**config.mk**
```make
export PLATFORM = sky130hd
export DESIGN_NAME = timed_vibration_pulse_controller_core_flat
export DESIGN_NICKNAME = d
export VERILOG_FILES = /design/src/rtl/tvpc_pkg.sv /design/src/rtl/tvpc_cmd_if.sv /design/src/rtl/tvpc_res_if.sv /design/src/rtl/tvpc_cfg_if.sv /design/src/rtl/tvpc_datapath.sv /design/src/rtl/tvpc_ctrl.sv /design/src/rtl/timed_vibration_pulse_controller_core.sv /design/src/flat_wrapper.sv
export SDC_FILE = /design/constraint.sdc
export NUM_CORES = 1
export LEC_CHECK = 0
export BUFFER_PORTS_ARGS = -buffer_cell sky130_fd_sc_hd__buf_2
export CORE_MARGIN = 1.5
export CORE_UTILIZATION = 40
export CTS_CLUSTER_SIZE = 16
export DETAILED_ROUTE_END_ITERATION = 8
export PLACE_DENSITY = 0.54
export SLEW_MARGIN = 5
export SYNTH_ARGS = -nofsm -noshare
export SYNTH_HDL_FRONTEND = slang
export SYNTH_SLANG_ARGS = --single-unit
```
**constraint.sdc**
```tcl
create_clock -name clk -period 7.77 [get_ports clk]
set_clock_uncertainty 0.2 [all_clocks]
set_input_delay 0.3885 -clock clk [delete_from_list [all_inputs] [get_ports clk]]
set_output_delay 0.3885 -clock clk [all_outputs]
set_load 0.02 [all_outputs]
```
**src/rtl/tvpc_pkg.sv**
```systemverilog
// Shared types and constants of the timed vibration pulse controller.
package tvpc_pkg;

  localparam int SLOT_COUNT  = 3;
  localparam int CFG_IDX_W   = 3;
  localparam int CFG_DATA_W  = 12;
  localparam int CHAN_W      = 4;
  localparam int PWM_W       = 12;
  localparam int LEVEL_W     = 8;
  localparam int DUR_W       = 16;
  localparam int REM_W       = 9;
  localparam int LVL_C_W     = 7;
  localparam int PROD_W      = 19;
  localparam int SEL_W       = 2;

  localparam logic [LVL_C_W-1:0] LEVEL_FULL = 7'd100;

  // floor(x / 100) = floor(floor(x / 4) * RECIP_25 / 2^RECIP_SHIFT) for x < 409600
  localparam logic [17:0] RECIP_25    = 18'd167773;
  localparam int          RECIP_SHIFT = 22;

  localparam logic       OP_START  = 1'b0;
  localparam logic       OP_TICK   = 1'b1;
  localparam logic [1:0] MOTOR_ALL = 2'd3;

  localparam logic [CFG_IDX_W-1:0] REG_READY  = 3'd0;
  localparam logic [CFG_IDX_W-1:0] REG_PWM    = 3'd1;
  localparam logic [CFG_IDX_W-1:0] REG_LEFT   = 3'd2;
  localparam logic [CFG_IDX_W-1:0] REG_RIGHT  = 3'd3;
  localparam logic [CFG_IDX_W-1:0] REG_CENTER = 3'd4;

  typedef struct packed {
    logic load;
    logic mul;
    logic div;
    logic commit;
    logic emit;
  } ctrl_cmd_t;

  typedef struct packed {
    logic pending_any;
    logic out_free;
  } ctrl_sts_t;

endpackage

```
**src/rtl/tvpc_cmd_if.sv**
```systemverilog
// Command channel: start and tick items.
interface tvpc_cmd_if;
  logic        valid;
  logic        ready;
  logic        op;
  logic [1:0]  motor;
  logic [7:0]  level;
  logic [15:0] pulse_ms;

  modport source (output valid, op, motor, level, pulse_ms, input ready);
  modport sink (input valid, op, motor, level, pulse_ms, output ready);
endinterface

```
**src/rtl/tvpc_res_if.sv**
```systemverilog
// Result channel: channel writes of PWM values.
interface tvpc_res_if;
  logic        valid;
  logic        ready;
  logic [3:0]  channel;
  logic [11:0] pwm_value;
  logic        last;

  modport source (output valid, channel, pwm_value, last, input ready);
  modport sink (input valid, channel, pwm_value, last, output ready);
endinterface

```
**src/rtl/tvpc_cfg_if.sv**
```systemverilog
// Configuration write channel.
interface tvpc_cfg_if;
  logic        valid;
  logic        ready;
  logic [2:0]  index;
  logic [11:0] data;

  modport source (output valid, index, data, input ready);
  modport sink (input valid, index, data, output ready);
endinterface

```
**src/rtl/tvpc_datapath.sv**
```systemverilog
// Datapath: config registers, scaling, countdowns and the result register.
module tvpc_datapath #(
  parameter int SLOTS        = 3,
  parameter int MAX_PULSE_MS = 300
) (
  input  logic                             clk,
  input  logic                             rst,
  input  tvpc_pkg::ctrl_cmd_t              cmd,
  output tvpc_pkg::ctrl_sts_t              sts,
  input  logic                             op,
  input  logic [1:0]                       motor,
  input  logic [tvpc_pkg::LEVEL_W-1:0]     level,
  input  logic [tvpc_pkg::DUR_W-1:0]       pulse_ms,
  input  logic                             cfg_we,
  input  logic [tvpc_pkg::CFG_IDX_W-1:0]   cfg_index,
  input  logic [tvpc_pkg::CFG_DATA_W-1:0]  cfg_data,
  output logic                             res_valid,
  input  logic                             res_ready,
  output logic [tvpc_pkg::CHAN_W-1:0]      channel,
  output logic [tvpc_pkg::PWM_W-1:0]       pwm_value,
  output logic                             last
);
  import tvpc_pkg::*;

  logic                  ready_cfg;
  logic [PWM_W-1:0]      pwm_max;
  logic [CHAN_W-1:0]     chan_cfg [SLOT_COUNT];

  logic                  tick_item;
  logic [LVL_C_W-1:0]    level_c;
  logic [REM_W-1:0]      dur_c;
  logic [SLOT_COUNT-1:0] work_mask;
  logic [SLOT_COUNT-1:0] pending;
  logic [PROD_W-1:0]     prod;
  logic [PWM_W-1:0]      pwm;
  logic [REM_W-1:0]      remaining [SLOTS];
  logic                  active [SLOTS];

  logic [SLOT_COUNT-1:0] mask_next;
  logic [LVL_C_W-1:0]    level_clamp;
  logic [REM_W-1:0]      dur_clamp;
  logic [34:0]           scaled;
  logic [SEL_W-1:0]      sel_idx;
  logic [SLOT_COUNT-1:0] sel_hot;
  logic [SLOT_COUNT-1:0] pending_rest;

  assign level_clamp = (level > LEVEL_W'(LEVEL_FULL)) ? LEVEL_FULL : level[LVL_C_W-1:0];
  assign dur_clamp   = (pulse_ms > DUR_W'(MAX_PULSE_MS)) ? REM_W'(MAX_PULSE_MS)
                                                         : pulse_ms[REM_W-1:0];
  assign scaled      = 35'(prod[PROD_W-1:2]) * 35'(RECIP_25);

  always_comb begin
    mask_next = '0;
    for (int i = 0; i < SLOTS; i++) begin
      if (op == OP_TICK) begin
        mask_next[i] = active[i] && (remaining[i] <= REM_W'(1));
      end else begin
        mask_next[i] = (motor == MOTOR_ALL) || (motor == SEL_W'(i));
      end
    end
  end

  always_comb begin
    sel_idx = '0;
    sel_hot = '0;
    for (int i = SLOT_COUNT - 1; i >= 0; i--) begin
      if (pending[i]) begin
        sel_idx = SEL_W'(i);
        sel_hot = '0;
        sel_hot[i] = 1'b1;
      end
    end
    pending_rest = pending & ~sel_hot;
  end

  assign sts.pending_any = |pending;
  assign sts.out_free    = !res_valid || res_ready;

  always_ff @(posedge clk) begin
    if (rst) begin
      ready_cfg <= 1'b0;
      pwm_max   <= 12'd4095;
      for (int i = 0; i < SLOT_COUNT; i++) begin
        chan_cfg[i] <= CHAN_W'(i);
      end
    end else if (cfg_we) begin
      case (cfg_index)
        REG_READY:  ready_cfg   <= cfg_data[0];
        REG_PWM:    pwm_max     <= cfg_data[PWM_W-1:0];
        REG_LEFT:   chan_cfg[0] <= cfg_data[CHAN_W-1:0];
        REG_RIGHT:  chan_cfg[1] <= cfg_data[CHAN_W-1:0];
        REG_CENTER: chan_cfg[2] <= cfg_data[CHAN_W-1:0];
        default: begin
        end
      endcase
    end
  end

  always_ff @(posedge clk) begin
    if (cmd.load) begin
      tick_item <= op;
      level_c   <= level_clamp;
      dur_c     <= dur_clamp;
      work_mask <= mask_next;
    end
    if (cmd.mul) begin
      prod <= PROD_W'(level_c) * PROD_W'(pwm_max);
    end
    if (cmd.div) begin
      pwm <= scaled[RECIP_SHIFT +: PWM_W];
    end
  end

  always_ff @(posedge clk) begin
    if (rst) begin
      pending <= '0;
      for (int i = 0; i < SLOTS; i++) begin
        remaining[i] <= '0;
        active[i]    <= 1'b0;
      end
    end else begin
      if (cmd.commit) begin
        pending <= work_mask & {SLOT_COUNT{ready_cfg}};
        for (int i = 0; i < SLOTS; i++) begin
          if (tick_item == OP_TICK) begin
            if (active[i]) begin
              if (remaining[i] > REM_W'(1)) begin
                remaining[i] <= remaining[i] - REM_W'(1);
              end else begin
                remaining[i] <= '0;
                active[i]    <= 1'b0;
              end
            end
          end else if (work_mask[i]) begin
            remaining[i] <= dur_c;
            active[i]    <= (pwm != '0) && (dur_c != '0);
          end
        end
      end else if (cmd.emit) begin
        pending <= pending_rest;
      end
    end
  end

  always_ff @(posedge clk) begin
    if (rst) begin
      res_valid <= 1'b0;
    end else if (cmd.emit) begin
      res_valid <= 1'b1;
    end else if (res_ready) begin
      res_valid <= 1'b0;
    end
  end

  always_ff @(posedge clk) begin
    if (cmd.emit) begin
      channel   <= chan_cfg[sel_idx];
      pwm_value <= (tick_item == OP_TICK) ? '0 : pwm;
      last      <= (pending_rest == '0);
    end
  end

endmodule

```
**src/rtl/tvpc_ctrl.sv**
```systemverilog
// Controller: sequences accept, scaling, state update and result beats.
module tvpc_ctrl (
  input  logic                clk,
  input  logic                rst,
  input  logic                in_valid,
  input  logic                in_tick,
  output logic                in_ready,
  output tvpc_pkg::ctrl_cmd_t cmd,
  input  tvpc_pkg::ctrl_sts_t sts
);
  import tvpc_pkg::*;

  localparam logic [2:0] S_IDLE   = 3'd0;
  localparam logic [2:0] S_MUL    = 3'd1;
  localparam logic [2:0] S_DIV    = 3'd2;
  localparam logic [2:0] S_COMMIT = 3'd3;
  localparam logic [2:0] S_EMIT   = 3'd4;

  logic [2:0] state;
  logic [2:0] state_next;

  assign in_ready   = (state == S_IDLE);
  assign cmd.load   = in_ready && in_valid;
  assign cmd.mul    = (state == S_MUL);
  assign cmd.div    = (state == S_DIV);
  assign cmd.commit = (state == S_COMMIT);
  assign cmd.emit   = (state == S_EMIT) && sts.pending_any && sts.out_free;

  always_comb begin
    state_next = state;
    case (state)
      S_IDLE: begin
        if (in_valid) begin
          state_next = (in_tick == OP_TICK) ? S_COMMIT : S_MUL;
        end
      end
      S_MUL:    state_next = S_DIV;
      S_DIV:    state_next = S_COMMIT;
      S_COMMIT: state_next = S_EMIT;
      S_EMIT: begin
        if (!sts.pending_any) begin
          state_next = S_IDLE;
        end
      end
      default:  state_next = S_IDLE;
    endcase
  end

  always_ff @(posedge clk) begin
    if (rst) begin
      state <= S_IDLE;
    end else begin
      state <= state_next;
    end
  end

endmodule

```
**src/rtl/timed_vibration_pulse_controller_core.sv**
```systemverilog
// Top level of the timed vibration pulse controller.
// Three one-shot PWM pulse timers behind a command channel (cmd), a result
// channel (res) and a configuration write channel (cfg).
// A cmd beat is either a start (motor 0..2, or 3 for all, level, duration in
// ms) or a one millisecond tick. A start gives one res beat per started motor
// with its channel and scaled duty; a tick gives one beat of duty 0 for each
// motor that expires. The final beat of an item carries last. With the ready
// register clear, state still updates but no beats are sent.
// A start passes through multiply, reciprocal divide by 100, state update and
// output register, with clamping registered at acceptance; a tick skips the
// multiply and divide. Further beats follow one per cycle while res is ready.
// One item is in work at a time; cmd.ready rises when the sequencer is back in
// idle, after the final beat of the item is loaded into the output register.
// When res stalls, the output register holds and the sequencer waits. cfg is
// always ready, writes are registered and must be made while idle (unchecked).
// Reset (synchronous) clears all countdowns and active flags and loads the
// register defaults: not ready, full scale 4095, channels 0, 1 and 2.
module timed_vibration_pulse_controller_core #(
  parameter int NUM_MOTORS   = 3,
  parameter int MAX_PULSE_MS = 300
) (
  input logic   clk,
  input logic   rst,
  tvpc_cmd_if.sink   cmd,
  tvpc_res_if.source res,
  tvpc_cfg_if.sink   cfg
);
  import tvpc_pkg::*;

  localparam int SLOTS = (NUM_MOTORS < SLOT_COUNT) ? NUM_MOTORS : SLOT_COUNT;

  ctrl_cmd_t ctl_cmd;
  ctrl_sts_t ctl_sts;
  logic      in_ready;

  assign cmd.ready = in_ready;
  assign cfg.ready = 1'b1;

  tvpc_ctrl u_ctrl (
    .clk      (clk),
    .rst      (rst),
    .in_valid (cmd.valid),
    .in_tick  (cmd.op),
    .in_ready (in_ready),
    .cmd      (ctl_cmd),
    .sts      (ctl_sts)
  );

  tvpc_datapath #(
    .SLOTS        (SLOTS),
    .MAX_PULSE_MS (MAX_PULSE_MS)
  ) u_datapath (
    .clk         (clk),
    .rst         (rst),
    .cmd         (ctl_cmd),
    .sts         (ctl_sts),
    .op          (cmd.op),
    .motor       (cmd.motor),
    .level       (cmd.level),
    .pulse_ms    (cmd.pulse_ms),
    .cfg_we      (cfg.valid),
    .cfg_index   (cfg.index),
    .cfg_data    (cfg.data),
    .res_valid   (res.valid),
    .res_ready   (res.ready),
    .channel     (res.channel),
    .pwm_value   (res.pwm_value),
    .last        (res.last)
  );

endmodule

```
**src/flat_wrapper.sv**
```systemverilog
// flat-port wrapper written by rule: the top's interface ports become plain ports
module timed_vibration_pulse_controller_core_flat import tvpc_pkg::*;
#(
  parameter int NUM_MOTORS   = 3,
  parameter int MAX_PULSE_MS = 300
)
  (clk, rst, cmd_valid, cmd_op, cmd_motor, cmd_level, cmd_pulse_ms, cmd_ready, res_valid, res_channel, res_pwm_value, res_last, res_ready, cfg_valid, cfg_index, cfg_data, cfg_ready);
  tvpc_cmd_if cmd_i ();
  tvpc_res_if res_i ();
  tvpc_cfg_if cfg_i ();
  input logic clk;
  input logic rst;
  input wire logic [$bits(cmd_i.valid)-1:0] cmd_valid;
  input wire logic [$bits(cmd_i.op)-1:0] cmd_op;
  input wire logic [$bits(cmd_i.motor)-1:0] cmd_motor;
  input wire logic [$bits(cmd_i.level)-1:0] cmd_level;
  input wire logic [$bits(cmd_i.pulse_ms)-1:0] cmd_pulse_ms;
  output wire logic [$bits(cmd_i.ready)-1:0] cmd_ready;
  output wire logic [$bits(res_i.valid)-1:0] res_valid;
  output wire logic [$bits(res_i.channel)-1:0] res_channel;
  output wire logic [$bits(res_i.pwm_value)-1:0] res_pwm_value;
  output wire logic [$bits(res_i.last)-1:0] res_last;
  input wire logic [$bits(res_i.ready)-1:0] res_ready;
  input wire logic [$bits(cfg_i.valid)-1:0] cfg_valid;
  input wire logic [$bits(cfg_i.index)-1:0] cfg_index;
  input wire logic [$bits(cfg_i.data)-1:0] cfg_data;
  output wire logic [$bits(cfg_i.ready)-1:0] cfg_ready;
  assign cmd_i.valid = cmd_valid;
  assign cmd_i.op = cmd_op;
  assign cmd_i.motor = cmd_motor;
  assign cmd_i.level = cmd_level;
  assign cmd_i.pulse_ms = cmd_pulse_ms;
  assign cmd_ready = cmd_i.ready;
  assign res_valid = res_i.valid;
  assign res_channel = res_i.channel;
  assign res_pwm_value = res_i.pwm_value;
  assign res_last = res_i.last;
  assign res_i.ready = res_ready;
  assign cfg_i.valid = cfg_valid;
  assign cfg_i.index = cfg_index;
  assign cfg_i.data = cfg_data;
  assign cfg_ready = cfg_i.ready;
  timed_vibration_pulse_controller_core #(.NUM_MOTORS(NUM_MOTORS), .MAX_PULSE_MS(MAX_PULSE_MS)) u_core (.clk(clk), .rst(rst), .cmd(cmd_i), .res(res_i), .cfg(cfg_i));
endmodule
```
==> results of run 1 <==
## metrics by stage
stage | setup slack (ns) | std cells | hold WS [ns] | cell area, um2 | util
detailed placement | 1.47 | 1784 | 0.320 | 14200 | 0.433
CTS | 1.43 | 1824 | 0.00670 | 14800 | 0.454
finish | 1.49 | 1824 | 0.0197 | 14800 | 0.454
global placement | 1.58 | 1784 | 0.310 | 14200 | 0.433
global route | 1.10 | 1824 | 0.00634 | 14800 | 0.454
floorplan | 1.82 | 1306 | 0.270 | 13400 | -
## timing repair
item / 4_1_cts / 5_1_grt
hold buffers: 8 / 0
buffers inserted: 0 / 0
endpoints found under the hold margin: 8 / 0
## tightest hold or removal path, cell delays in order
cell and delay [ns]:
sky130_fd_sc_hd__buf_2 0.11, sky130_fd_sc_hd__nand2_1 0.05, sky130_fd_sc_hd__nand3b_1 0.07
## routing by layer
layer  share of wire  vias to the layer above  wire [um]
met5         0.00041                        -         12
met4           0.019                        2        552
met3           0.037                       29       1110
met2            0.45                      184      13300
met1            0.50                     4410      14700
li1                -                     4432          -
## flip-flops by register name, summed over array words and instances (netlist names), 4 cells and up
| signal | count |
|---|---|
| u_core.u_datapath.chan_cfg | 12 |
| u_core.u_datapath.channel | 4 |
| u_core.u_datapath.dur_c | 9 |
| u_core.u_datapath.level_c | 7 |
| u_core.u_datapath.prod | 17 |
| u_core.u_datapath.pwm | 12 |
| u_core.u_datapath.pwm_max | 12 |
| u_core.u_datapath.pwm_value | 12 |
| u_core.u_datapath.remaining | 27 |
## area by class of cell
class | instances | area, um2 | area share
repair buffers | 74 | 413 | 0.0278
clock inverters | 15 | 174 | 0.0117
multi-input cells | 897 | 8690 | 0.585
well taps | 442 | 553 | 0.0373
clock buffers | 17 | 425 | 0.0287
flip-flops and latches | 128 | 3640 | 0.246
inverters | 251 | 942 | 0.0635
## cell usage in the layout, fill, tap and decap left out, types with 3 or more instances in the layout
cell type / instances
sky130_fd_sc_hd__a211o_1: 3
sky130_fd_sc_hd__a211oi_1: 4
sky130_fd_sc_hd__a21o_1: 11
sky130_fd_sc_hd__a21oi_1: 33
sky130_fd_sc_hd__a22oi_1: 22
sky130_fd_sc_hd__a31o_2: 4
sky130_fd_sc_hd__and2_1: 39
sky130_fd_sc_hd__buf_2: 65
sky130_fd_sc_hd__clkbuf_16: 17
sky130_fd_sc_hd__clkinv_4: 4
sky130_fd_sc_hd__dfxtp_1: 20
sky130_fd_sc_hd__dlygate4sd3_1: 8
sky130_fd_sc_hd__edfxtp_1: 108
sky130_fd_sc_hd__fa_1: 155
sky130_fd_sc_hd__ha_1: 186
sky130_fd_sc_hd__inv_1: 251
sky130_fd_sc_hd__inv_6: 3
sky130_fd_sc_hd__inv_8: 4
sky130_fd_sc_hd__nand2_1: 132
sky130_fd_sc_hd__nand2b_1: 9
sky130_fd_sc_hd__nand3_1: 15
sky130_fd_sc_hd__nand3b_1: 16
sky130_fd_sc_hd__nand4_1: 4
sky130_fd_sc_hd__nor2_1: 63
sky130_fd_sc_hd__nor2b_1: 15
sky130_fd_sc_hd__nor3_1: 15
sky130_fd_sc_hd__nor4_1: 10
sky130_fd_sc_hd__o2111ai_1: 3
sky130_fd_sc_hd__o211ai_1: 4
sky130_fd_sc_hd__o21a_1: 4
sky130_fd_sc_hd__o21ai_0: 31
sky130_fd_sc_hd__o21bai_1: 4
sky130_fd_sc_hd__o311ai_0: 4
sky130_fd_sc_hd__o31a_1: 3
sky130_fd_sc_hd__or2_2: 6
sky130_fd_sc_hd__or3_1: 4
sky130_fd_sc_hd__or4_1: 5
sky130_fd_sc_hd__xnor2_1: 29
sky130_fd_sc_hd__xor2_1: 21
## how the worst max path moves through the flow
stage / from / end / slack [ns] / cells past startpoint
finish: u_core.u_datapath.prod[7] / u_core.u_datapath.pwm[2] / 1.49 / 18
CTS: u_core.u_datapath.prod[7] / u_core.u_datapath.pwm[2] / 1.43 / 18
global route: u_core.u_datapath.prod[7] / u_core.u_datapath.pwm[2] / 1.10 / 18
floorplan: u_core.u_datapath.prod[8] / u_core.u_datapath.pwm[2] / 1.82 / 17
global placement: u_core.u_datapath.prod[8] / u_core.u_datapath.pwm[2] / 1.58 / 17
detailed placement: u_core.u_datapath.prod[7] / u_core.u_datapath.pwm[2] / 1.47 / 18
## cells by family after synthesis
family,after synthesis,share of synthesized area
and+or+nand+nor,349,0.129
adders and majority gates,341,0.406
buffers and inverters,281,0.0794
AOI/OAI and AO/OA,154,0.0795
DFF,128,0.272
xor gates and xnor gates,50,0.0327
muxes,2,0.00150
other,1,0.000280
==> flow_results.org, run 1 <==
** Yosys
- Area share of the largest cell type after synthesis :: 0.242
- A synthesized cell averages ~10 um2.
- For this run, the register share of the synthesized area comes to 0.272.
- Top-count cell post-synth :: sky130_fd_sc_hd__inv_1
- During synthesis, Yosys emitted a total of 0 warnings.
- Number of flops mapped to enable cells by yosys :: approximately 110
- Synth area leader :: sky130_fd_sc_hd__edfxtp_1
- By count the netlist is led by sky130_fd_sc_hd__inv_1 (251), sky130_fd_sc_hd__ha_1 (186), sky130_fd_sc_hd__fa_1 (155), sky130_fd_sc_hd__nand2_1 (132), sky130_fd_sc_hd__edfxtp_1 (108).
- The netlist uses between 60 and 70 different library cells.
- Yosys attributes the largest share of cell area to sky130_fd_sc_hd__edfxtp_1 (24%), sky130_fd_sc_hd__fa_1 (23%), sky130_fd_sc_hd__ha_1 (17%).
- Total nets after synthesis :: about 1,700
- Most used flip-flop cell after synthesis :: sky130_fd_sc_hd__edfxtp_1
- After synthesis the netlist holds a flip-flop and latch count of ~130.
- Async S/R FF share, synth :: 0
- Cell area after synthesis :: around 13,000 um2
- Post-synthesis cell count :: 1,306

** Floorplanning
- Core box area :: ~33,000 um2
- Top-Level Pins :: 67
- The floorplan step set the die height to between 150 and 200 um.
- Floorplan row count :: 66
- The die is 186 um wide.
- The die covers approximately 35,000 um2.
- The initial utilization of the core area, before any placement, comes to 0.409.

** Global route
- Number of global-route vias before repair :: 9,339
- In this run the most used layer during global routing was met2.
- The first global-routing pass estimated slightly below 50,000 um of wire.
- Global-route track usage on met1 :: 0.253
- For this run, global-route usage on met2 was measured as 0.296.
- For met3 alone, demand over resource in global routing was 0.0325.
- Number of antenna violations at the first check in global routing :: 1
- Total track usage :: 0.184
- Entering global routing, the biggest net connects 32 pins.
- GRT Residual Overflow :: 0

** CTS
- Clock slew at reported path FFs :: about 0.070 ns
- TritonCTS clock tree :: yes
- Clock tree synthesis found a total of roughly 130 sinks.
- Post-cts resize count :: 0
- Worst skew pair latency :: about 0.43 ns
- The number of clock buffers added by TritonCTS is 17.
- Maximum clock path buffer count :: 2
- The tree is rooted in a sky130_fd_sc_hd__clkbuf_16.
- H-tree levels :: 4

** Drt
- For this block, the initial DRC count from the detailed router was about 510.
- After detailed routing, the number of vias per cell comes to around 5.
- Final wirelength :: just under 30,000 um
- After detailed routing, the number of remaining DRC violations is 0.
- Before antenna repair, the detailed router went through 6 iterations.
- Routed wire length per instance :: between 15 and 20 um
- The final route contains roughly 9,100 vias.
- Once detail routing completed, the nets flagged for antenna violations numbered 0.

** Min path
- Destination of the worst hold path :: u_core.u_datapath.pwm_max[3]
- Along the worst hold path, the cell count comes to 3.
- The worst hold path begins at cfg_data[3].
- The tightest min-delay check is of the input pin to flip-flop type.

** Run
- Across the run, the number of max-cap violations was 0.

** Critical path
- CP Class :: flip-flop to flip-flop
- The setup check on the worst reg-to-reg path leaves a slack of between 1 and 1.5 ns.
- Cell seen most often among critical-path stages :: sky130_fd_sc_hd__fa_1
- Broken down by cell family, the worst path's largest delay share belongs to adder cells.
- Worst Path Required :: roughly 7.8 ns
- Max stage delay on crit path :: 0.55 ns
- At the worst endpoint, the arrival time is between 6 and 7 ns.
- Cell chain of the critical path :: inv_1 > fa_1 > fa_1 > inv_1 > fa_1 > fa_1 > fa_1 > inv_1 > fa_1 > inv_1 > ha_1 > a2111oi_2 > o21ai_1 > a32oi_1 > a21oi_1 > o31a_1 > or4_1 > o311ai_1
- Worst Path Max Fanout :: 5
- Reg-to-reg critical path endpoint :: u_core.u_datapath.pwm[2]
- Together, buffers and inverters on the worst path number 4.
- The largest individual stage delay along the critical path comes from the cell sky130_fd_sc_hd__fa_1.
- Number of cells on the worst reg-to-reg path :: 18
- Launching point of the worst reg2reg path :: u_core.u_datapath.prod[7]
- The worst setup path is captured at a flip-flop.
- Crit start category :: flip-flop

** Outcome
- The run finished with clean final reports.

** Layout
- After filler insertion, the fill cell instance count of the layout stands at approximately 3,100.
- Number of antenna cells inserted :: 0
- In the final design database the tool counted 1,757 nets.
- Of the cells placed in the final design, the portion with a size suffix greater than 1 is 0.0839.
- Layout area overhead :: 10.9%

** Timing
- For this run, the top clock speed supported by timing is approximately 160 MHz.
- Max-slew violation total from the final report :: 0
- Setup violations remaining at the end of the flow were counted as 0.
- Setup repair after global routing missed its margin :: false
- For the pin with the worst max-slew slack, the measured transition is between 1 and 1.5 ns.
- Total Negative Setup Slacks :: 0 ns
- Worst-case headroom to the max-slew limit :: 0.269
- Final critical-path required period :: between 6 and 7 ns
- Dividing the final minimum period by the clock period gives 0.808.
- The final-report hold violation count is 0.

** Placement
- GP Congestion :: 0.889
- Total half-perimeter wirelength after legalization and detailed placement :: between 20,000 and 25,000 um
- Input and output buffers added on the ports amount to 65.
Power of run 1 is not shown: default switching activity piles up to over one toggle a cycle in this logic, so the estimate is an artifact.
==> inputs of run 2 (changes only) <==
Clock period 7.77 ns to 6.3 ns, I/O delays scaled along.
==> flow_results.org, run 2 (synthesis gave the netlist of run 1 again) <==
** Timing
- Fraction of the cycle the final worst path needs :: 0.960
- Least-Margin Pin Slew :: 1.13 ns
- Final setup fails :: 0
- Final critical-path required period :: between 6 and 7 ns
- The final-report hold violation count is 1.
- Static timing analysis puts the maximum clock frequency at about 170 MHz.
- Worst-case headroom to the max-slew limit :: 0.242
- Setup repair after global routing left no endpoint under its margin.
- The max-slew violation count was 0.
- Summed over all failing endpoints, the final setup total negative slack is 0 ns.
- Worst hold slack across all endpoints :: -0.00329 ns

** Critical path
- For this run, the slowest stage of the critical path takes roughly 0.60 ns.
- Cell chain of the critical path :: fa_1 > ha_1 > inv_1 > fa_1 > inv_1 > fa_1 > fa_1 > inv_1 > fa_1 > inv_1 > ha_2 > a2111oi_4 > o21ai_1 > a32oi_2 > a21oi_1 > o31a_1 > or4_1 > o311ai_1
- Worst Path Max Fanout :: 5
- CP Class :: flip-flop to flip-flop
- For the worst setup path, the data arrival time is roughly 6 ns.
- Endpoint kind of the worst setup timing path :: flip-flop
- Cell seen most often among critical-path stages :: sky130_fd_sc_hd__fa_1
- Worst Path Required :: around 6.3 ns
- Crit start category :: flip-flop
- Register-to-register path setup slack :: approximately 0.25 ns
- The critical path contains buffers and inverters numbering 4 combined.
- The worst register-to-register path ends at u_core.u_datapath.pwm[2].
- The number of cells on the worst reg-to-reg path is 18.
- Kind of cell with the highest combined delay on the critical path :: adder cells
- Critical path's slowest cell :: sky130_fd_sc_hd__fa_1
- In this run the critical register-to-register path is launched from u_core.u_datapath.prod[13].

** Layout
- Counting flops per register, the top entry is u_core.u_datapath.remaining.
- Leaving out fill and tap cells, the most frequent cell in the layout is sky130_fd_sc_hd__inv_1.
- Commonest cells after routing, fill and taps aside :: sky130_fd_sc_hd__inv_1 (250), sky130_fd_sc_hd__ha_1 (184), sky130_fd_sc_hd__fa_1 (155)
- Fillers :: roughly 3,200
- Top flop regs :: u_core.u_datapath.remaining x27, u_core.u_datapath.prod x17
- Util after Layout :: 0.465
- Share of cells above drive strength 1 :: 0.0998
- Compared with the post-synthesis result, the final layout area differs by 13.6%.
- The repair_antennas step left the layout with diodes totalling 0.
- The final layout contains 1,798 nets.
- The register with the most flip-flops in the layout has 27 of them.
- Design area :: ~15,000 um2

** Placement
- DP Area :: roughly 14,000 um2
- After legalization and detailed placement, the total HPWL measured 24,100 um.
- Number of buffers added on ports :: between 60 and 70
- GP Congestion :: 0.868

** Floorplanning
- In this run the standard cell core region covers ~33,000 um2.
- The floorplan step set the die height to approximately 190 um.
- Initial cell density of the core :: 0.409
- In this run the horizontal extent of the chip is around 190 um.
- Top-Level Pins :: 67
- After floorplanning, the core was divided into 66 placement rows.
- The die covers around 35,000 um2.

** Global route
- Entering global routing, the biggest net connects 32 pins.
- First-pass GRT wire length :: between 40,000 and 50,000 um
- The number of antenna violations at the first check in global routing is 0.
- The via count of the first global-routing pass came to between 9,000 and 10,000.
- GRT Residual Overflow :: 0
- Across every metal layer, demand over resource in global routing totals 0.184.

** Drt
- Detailed-routing iteration count for the pre-antenna-repair pass :: 5
- Detailed-route DRC error count :: 0
- The first routing iteration left 407 violations.
- Per-cell via count in the routed design :: 4.91
- Dividing the detail-routed wire length by the instance count gives between 15 and 20 um.
- After detailed routing, the total wire length is 29,400 um.
- Vias after detailed routing :: ~9,200
- Once detail routing completed, the nets flagged for antenna violations numbered 0.

** CTS
- The H-tree generated during clock tree synthesis spans 4 levels.
- At the later pin of the worst-skew pair, clock insertion delay measures 0.43 ns.
- TritonCTS clock tree :: yes
- Buffers inserted during clock tree synthesis total 17.
- After clock tree synthesis, the clock-pin slew on the worst setup and hold paths is approximately 0.070 ns.
- CTS root buffer :: sky130_fd_sc_hd__clkbuf_16
- Maximum clock path buffer count :: 2
- The tree built by TritonCTS fans out to about 130 sinks.

** Run
- The tool flagged a number of max-cap violations equal to 0.

** Min path
- Destination of the worst hold path :: u_core.u_datapath.pwm_max[0]
- The worst hold path begins at cfg_data[0].
- Hold crit path type :: input pin to flip-flop
- Counting instances, the worst hold path has a depth of 3.

** Outcome
- The run finished, with violations left.
- The final reports fail on negative hold slack.
-- run 2: cell types whose count changed in the layout (fill, tap and decap cells not counted), moves of 2 or more --
cell	previous run	this run
sky130_fd_sc_hd__bufinv_16	2	0
sky130_fd_sc_hd__inv_6	3	5
sky130_fd_sc_hd__clkinv_4	4	2
sky130_fd_sc_hd__clkinv_8	0	2
sky130_fd_sc_hd__ha_1	186	184
sky130_fd_sc_hd__dlygate4sd3_1	8	30
sky130_fd_sc_hd__ha_2	0	2
sky130_fd_sc_hd__buf_4	1	20
-- run 2: cell type report --
type                       instances  area (um2)  area share
clock inverter                    15         144     0.00946
timing repair buffer             115         776      0.0510
multi-input combinational        897        8720       0.574
tap                              442         553      0.0364
clock buffer                      17         425      0.0280
sequential                       128        3640       0.240
inverter                         251         942      0.0620
-- run 2: per-stage QoR --
stage,worst slack (ns),cells
floorplan,0.353,1306
global placement,0.236,1798
detailed placement,0.177,1798
CTS,0.142,1860
global route,0.0105,1865
finish,0.254,1865
-- run 2: worst min-delay path, delay by kind of cell --
kind	cells	cell delay, ns
buf+inv	1	0.14
simple gates	2	0.14
-- run 2: timing repair --
item | in CTS | in global routing
hold buffers | 30 | 0
buffers inserted | 0 | 5
endpoints found under the hold margin | 28 | 0
gates resized for setup | 0 | 7
endpoints found under the setup margin | 0 | 6
-- run 2: how the worst max path moves through the flow --
stage | endpoint | depth (start not counted) | start | slack [ns]
after global routing | u_core.u_datapath.pwm[10] | 19 | u_core.u_datapath.prod[9] | 0.01
after floorplan | u_core.u_datapath.pwm[2] | 17 | u_core.u_datapath.prod[8] | 0.35
after CTS | u_core.u_datapath.pwm[2] | 18 | u_core.u_datapath.prod[7] | 0.14
final | u_core.u_datapath.pwm[2] | 18 | u_core.u_datapath.prod[13] | 0.25
after global placement | u_core.u_datapath.pwm[2] | 18 | u_core.u_datapath.prod[7] | 0.24
after detailed placement | u_core.u_datapath.pwm[2] | 18 | u_core.u_datapath.prod[7] | 0.18
-- run 2: layer usage --
layer,GRT usage,share of wire,vias up
met3,0.0290,0.028,21
li1,-,-,4535
met4,0.0465,0.013,0
met5,0,0,-
met1,0.253,0.50,4454
met2,0.302,0.46,146
Power of run 2 is left out for the same reason.
==> inputs of run 3 (changes only) <==
Settings changed: PLACE_DENSITY 0.54 to unset, PLACE_DENSITY_LB_ADDON set to 0.05.
==> flow_results.org, run 3 (synthesis gave the netlist of run 1 again) <==
** Min path
- The worst hold path passes through 3 cells.
- The startpoint identified for the worst hold timing path is cmd_valid.
- In this run the worst hold path is classified as input pin to flip-flop.
- The path with the worst hold slack has its endpoint at u_core.u_ctrl.state[0].

** Global route
- The via count of the first global-routing pass is around 9,500.
- GRT Residual Overflow :: 0
- Number of antenna violations at the first check in global routing :: 0
- Across every metal layer, demand over resource in global routing totals 0.190.
- Pin count of the biggest net entering global routing :: 32
- First-pass GRT wire length :: 50,100 um

** Floorplanning
- In this run the count of I/O pins placed on the die edge is 67.
- Initial cell density of the core :: 0.409
- The die is 186 um tall.
- Floorplan row count :: 66
- The floorplan step defined a die boundary enclosing between 30,000 and 40,000 um2.
- The die is between 150 and 200 um wide.
- Core box area :: between 30,000 and 40,000 um2

** Critical path
- Arrival @ worst endpoint :: 6.09 ns
- The number of cells on the worst reg-to-reg path is 18.
- The worst register-to-register path ends at u_core.u_datapath.pwm[2].
- In this run the worst path has a maximum fanout of 5.
- Among all stages on the critical path, the largest delay is contributed by sky130_fd_sc_hd__fa_1.
- The critical path in this run is classified as flip-flop to flip-flop.
- Among the stages of the critical path, the cell type that occurs most often is sky130_fd_sc_hd__fa_1.
- Register-to-register path setup slack :: between 0.2 and 0.25 ns
- Worst Path Required :: approximately 6.3 ns
- Endpoint kind of the worst setup timing path :: flip-flop
- STA classifies the critical path startpoint as a flip-flop.
- On the worst path, the slowest cell contributes a delay of approximately 0.56 ns.
- Launching point of the worst reg2reg path :: u_core.u_datapath.prod[7]
- Cell chain of the critical path :: inv_2 > fa_2 > fa_1 > inv_1 > fa_1 > fa_1 > fa_1 > inv_1 > fa_1 > inv_1 > ha_4 > a2111oi_4 > o21ai_1 > a32oi_2 > a21oi_1 > o31a_1 > or4_1 > o311ai_1

** Drt
- Using the TritonRoute via totals, the vias-per-cell ratio works out to between 4 and 5.
- Detailed-routing iteration count for the pre-antenna-repair pass :: 5
- The count of nets left with antenna violations once routing finished came out at 0.
- After detailed routing, the total wire length is between 30,000 and 40,000 um.
- In the routed design, unresolved DRC markers number 0.
- After detailed routing, the average wire length per cell comes to around 16 um.
- Vias after detailed routing :: 9,037
- The first routing iteration left slightly below 400 violations.

** Placement
- Total half-perimeter wirelength after legalization and detailed placement :: around 25,000 um
- Placed cells :: about 1,800
- GP Congestion :: slightly below 0.9
- DP Area :: 14,300 um2
- Number of buffers added on ports :: 65

** Timing
- Final hold vios :: 0
- Fraction of the cycle the final worst path needs :: 0.961
- Summed over all failing endpoints, the final setup total negative slack is 0 ns.
- Headroom to the max-slew limit came out at 0.241.
- Setup violations remaining at the end of the flow were counted as 0.
- Least-Margin Pin Slew :: between 1 and 1.5 ns
- Derived from the worst setup path, the maximum achievable clock frequency is approximately 170 MHz.
- Final critical-path required period :: about 6.1 ns
- Max-slew violation total from the final report :: 0

** Layout
- The repair_antennas step left the layout with diodes totalling 0.
- The register with the most flip-flops in the layout has 27 of them.
- Share of cells above drive strength 1 :: 0.0986
- Layout area overhead :: 13.6%
- Design area :: 15,200 um2
- Most frequent standard cell in the layout excluding fill and tap cells :: sky130_fd_sc_hd__inv_1
- Final Instance Count excl. Fillers :: 1,862
- For this run, the post-layout net count is ~1,800.
- Util after Layout :: 0.465
- In the final layout, the registers with the most flip-flops are u_core.u_datapath.remaining x27, u_core.u_datapath.prod x17.
- Commonest cells after routing, fill and taps aside :: sky130_fd_sc_hd__inv_1 (250), sky130_fd_sc_hd__ha_1 (184), sky130_fd_sc_hd__fa_1 (153)
- Ranked by flip-flop count, first place goes to u_core.u_datapath.remaining.

** CTS
- Number of CTS-inserted buffers :: 17
- TritonCTS clock tree :: yes
- Maximum clock path buffer count :: 2
- The H-tree was split into 4 levels.
- CTS placed an instance of sky130_fd_sc_hd__clkbuf_16 at the clock tree root.
- Clock slew at reported path FFs :: 0.07 ns
- TritonCTS Sinks :: 128
- Worst skew pair latency :: ~0.42 ns

** Run
- The tool flagged a number of max-cap violations equal to 0.

** Outcome
- Status :: completed
run 3: cell count changes in the layout (fill, tap and decap cells not counted), sizes merged:
| cell | change |
|---|---|
| clkinv | -3 |
| inv | +2 |
| clkinvlp | +1 |
| buf | -3 |
run 3: worst max path at each step:
stage	from	end	slack, ns	cells past startpoint
after floorplan	u_core.u_datapath.prod[8]	u_core.u_datapath.pwm[2]	0.35	17
after global placement	u_core.u_datapath.prod[18]	u_core.u_datapath.pwm[10]	0.18	16
after detailed placement	u_core.u_datapath.prod[7]	u_core.u_datapath.pwm[2]	0.11	18
after CTS	u_core.u_datapath.prod[7]	u_core.u_datapath.pwm[2]	0.09	18
after global routing	u_core.u_datapath.prod[5]	u_core.u_datapath.pwm[2]	-0.02	20
final	u_core.u_datapath.prod[7]	u_core.u_datapath.pwm[2]	0.25	18
run 3: per-layer routing:
| layer | global-route usage | up-vias | part of all wire |
|---|---|---|---|
| met4 | 0.0535 | 0 | 0.018 |
| met3 | 0.0262 | 24 | 0.028 |
| met5 | 0 | - | 0 |
| met1 | 0.263 | 4356 | 0.50 |
| met2 | 0.312 | 141 | 0.46 |
| li1 | - | 4516 | - |
run 3: final cells by class:
type / count / area, um2
clock inverter: 15 / 138
tap: 442 / 553
clock buffer: 17 / 425
fill: 3164 / 17500
timing repair buffer: 112 / 753
multi-input combinational: 897 / 8740
sequential: 128 / 3640
inverter: 251 / 942
run 3: timing repair:
action | in CTS | in global routing
setup endpoints to repair | 0 | 6
endpoints found under the hold margin | 29 | 0
setup buffers | 0 | 2
gates resized for setup | 0 | 10
hold buffers | 30 | 0
run 3: worst max-delay path, delay by kind of cell (launching register included):
family / cells / cell delay [ns]
AOI/OAI and AO/OA: 6 / 1.23
buffers and inverters: 4 / 0.27
adders and majority gates: 7 / 3.37
and+or+nand+nor: 1 / 0.40
DFF: 1 / 0.40
run 3: per-stage QoR:
step / hold slack (ns) / worst slack (ns)
2_1_floorplan: 0.214 / 0.353
3_3_place_gp: 0.293 / 0.180
3_5_place_dp: 0.303 / 0.106
4_1_cts: 0.000115 / 0.0878
5_1_grt: 0.0257 / -0.0178
6_report: 0.00843 / 0.249
Power of run 3 is left out for the same reason.
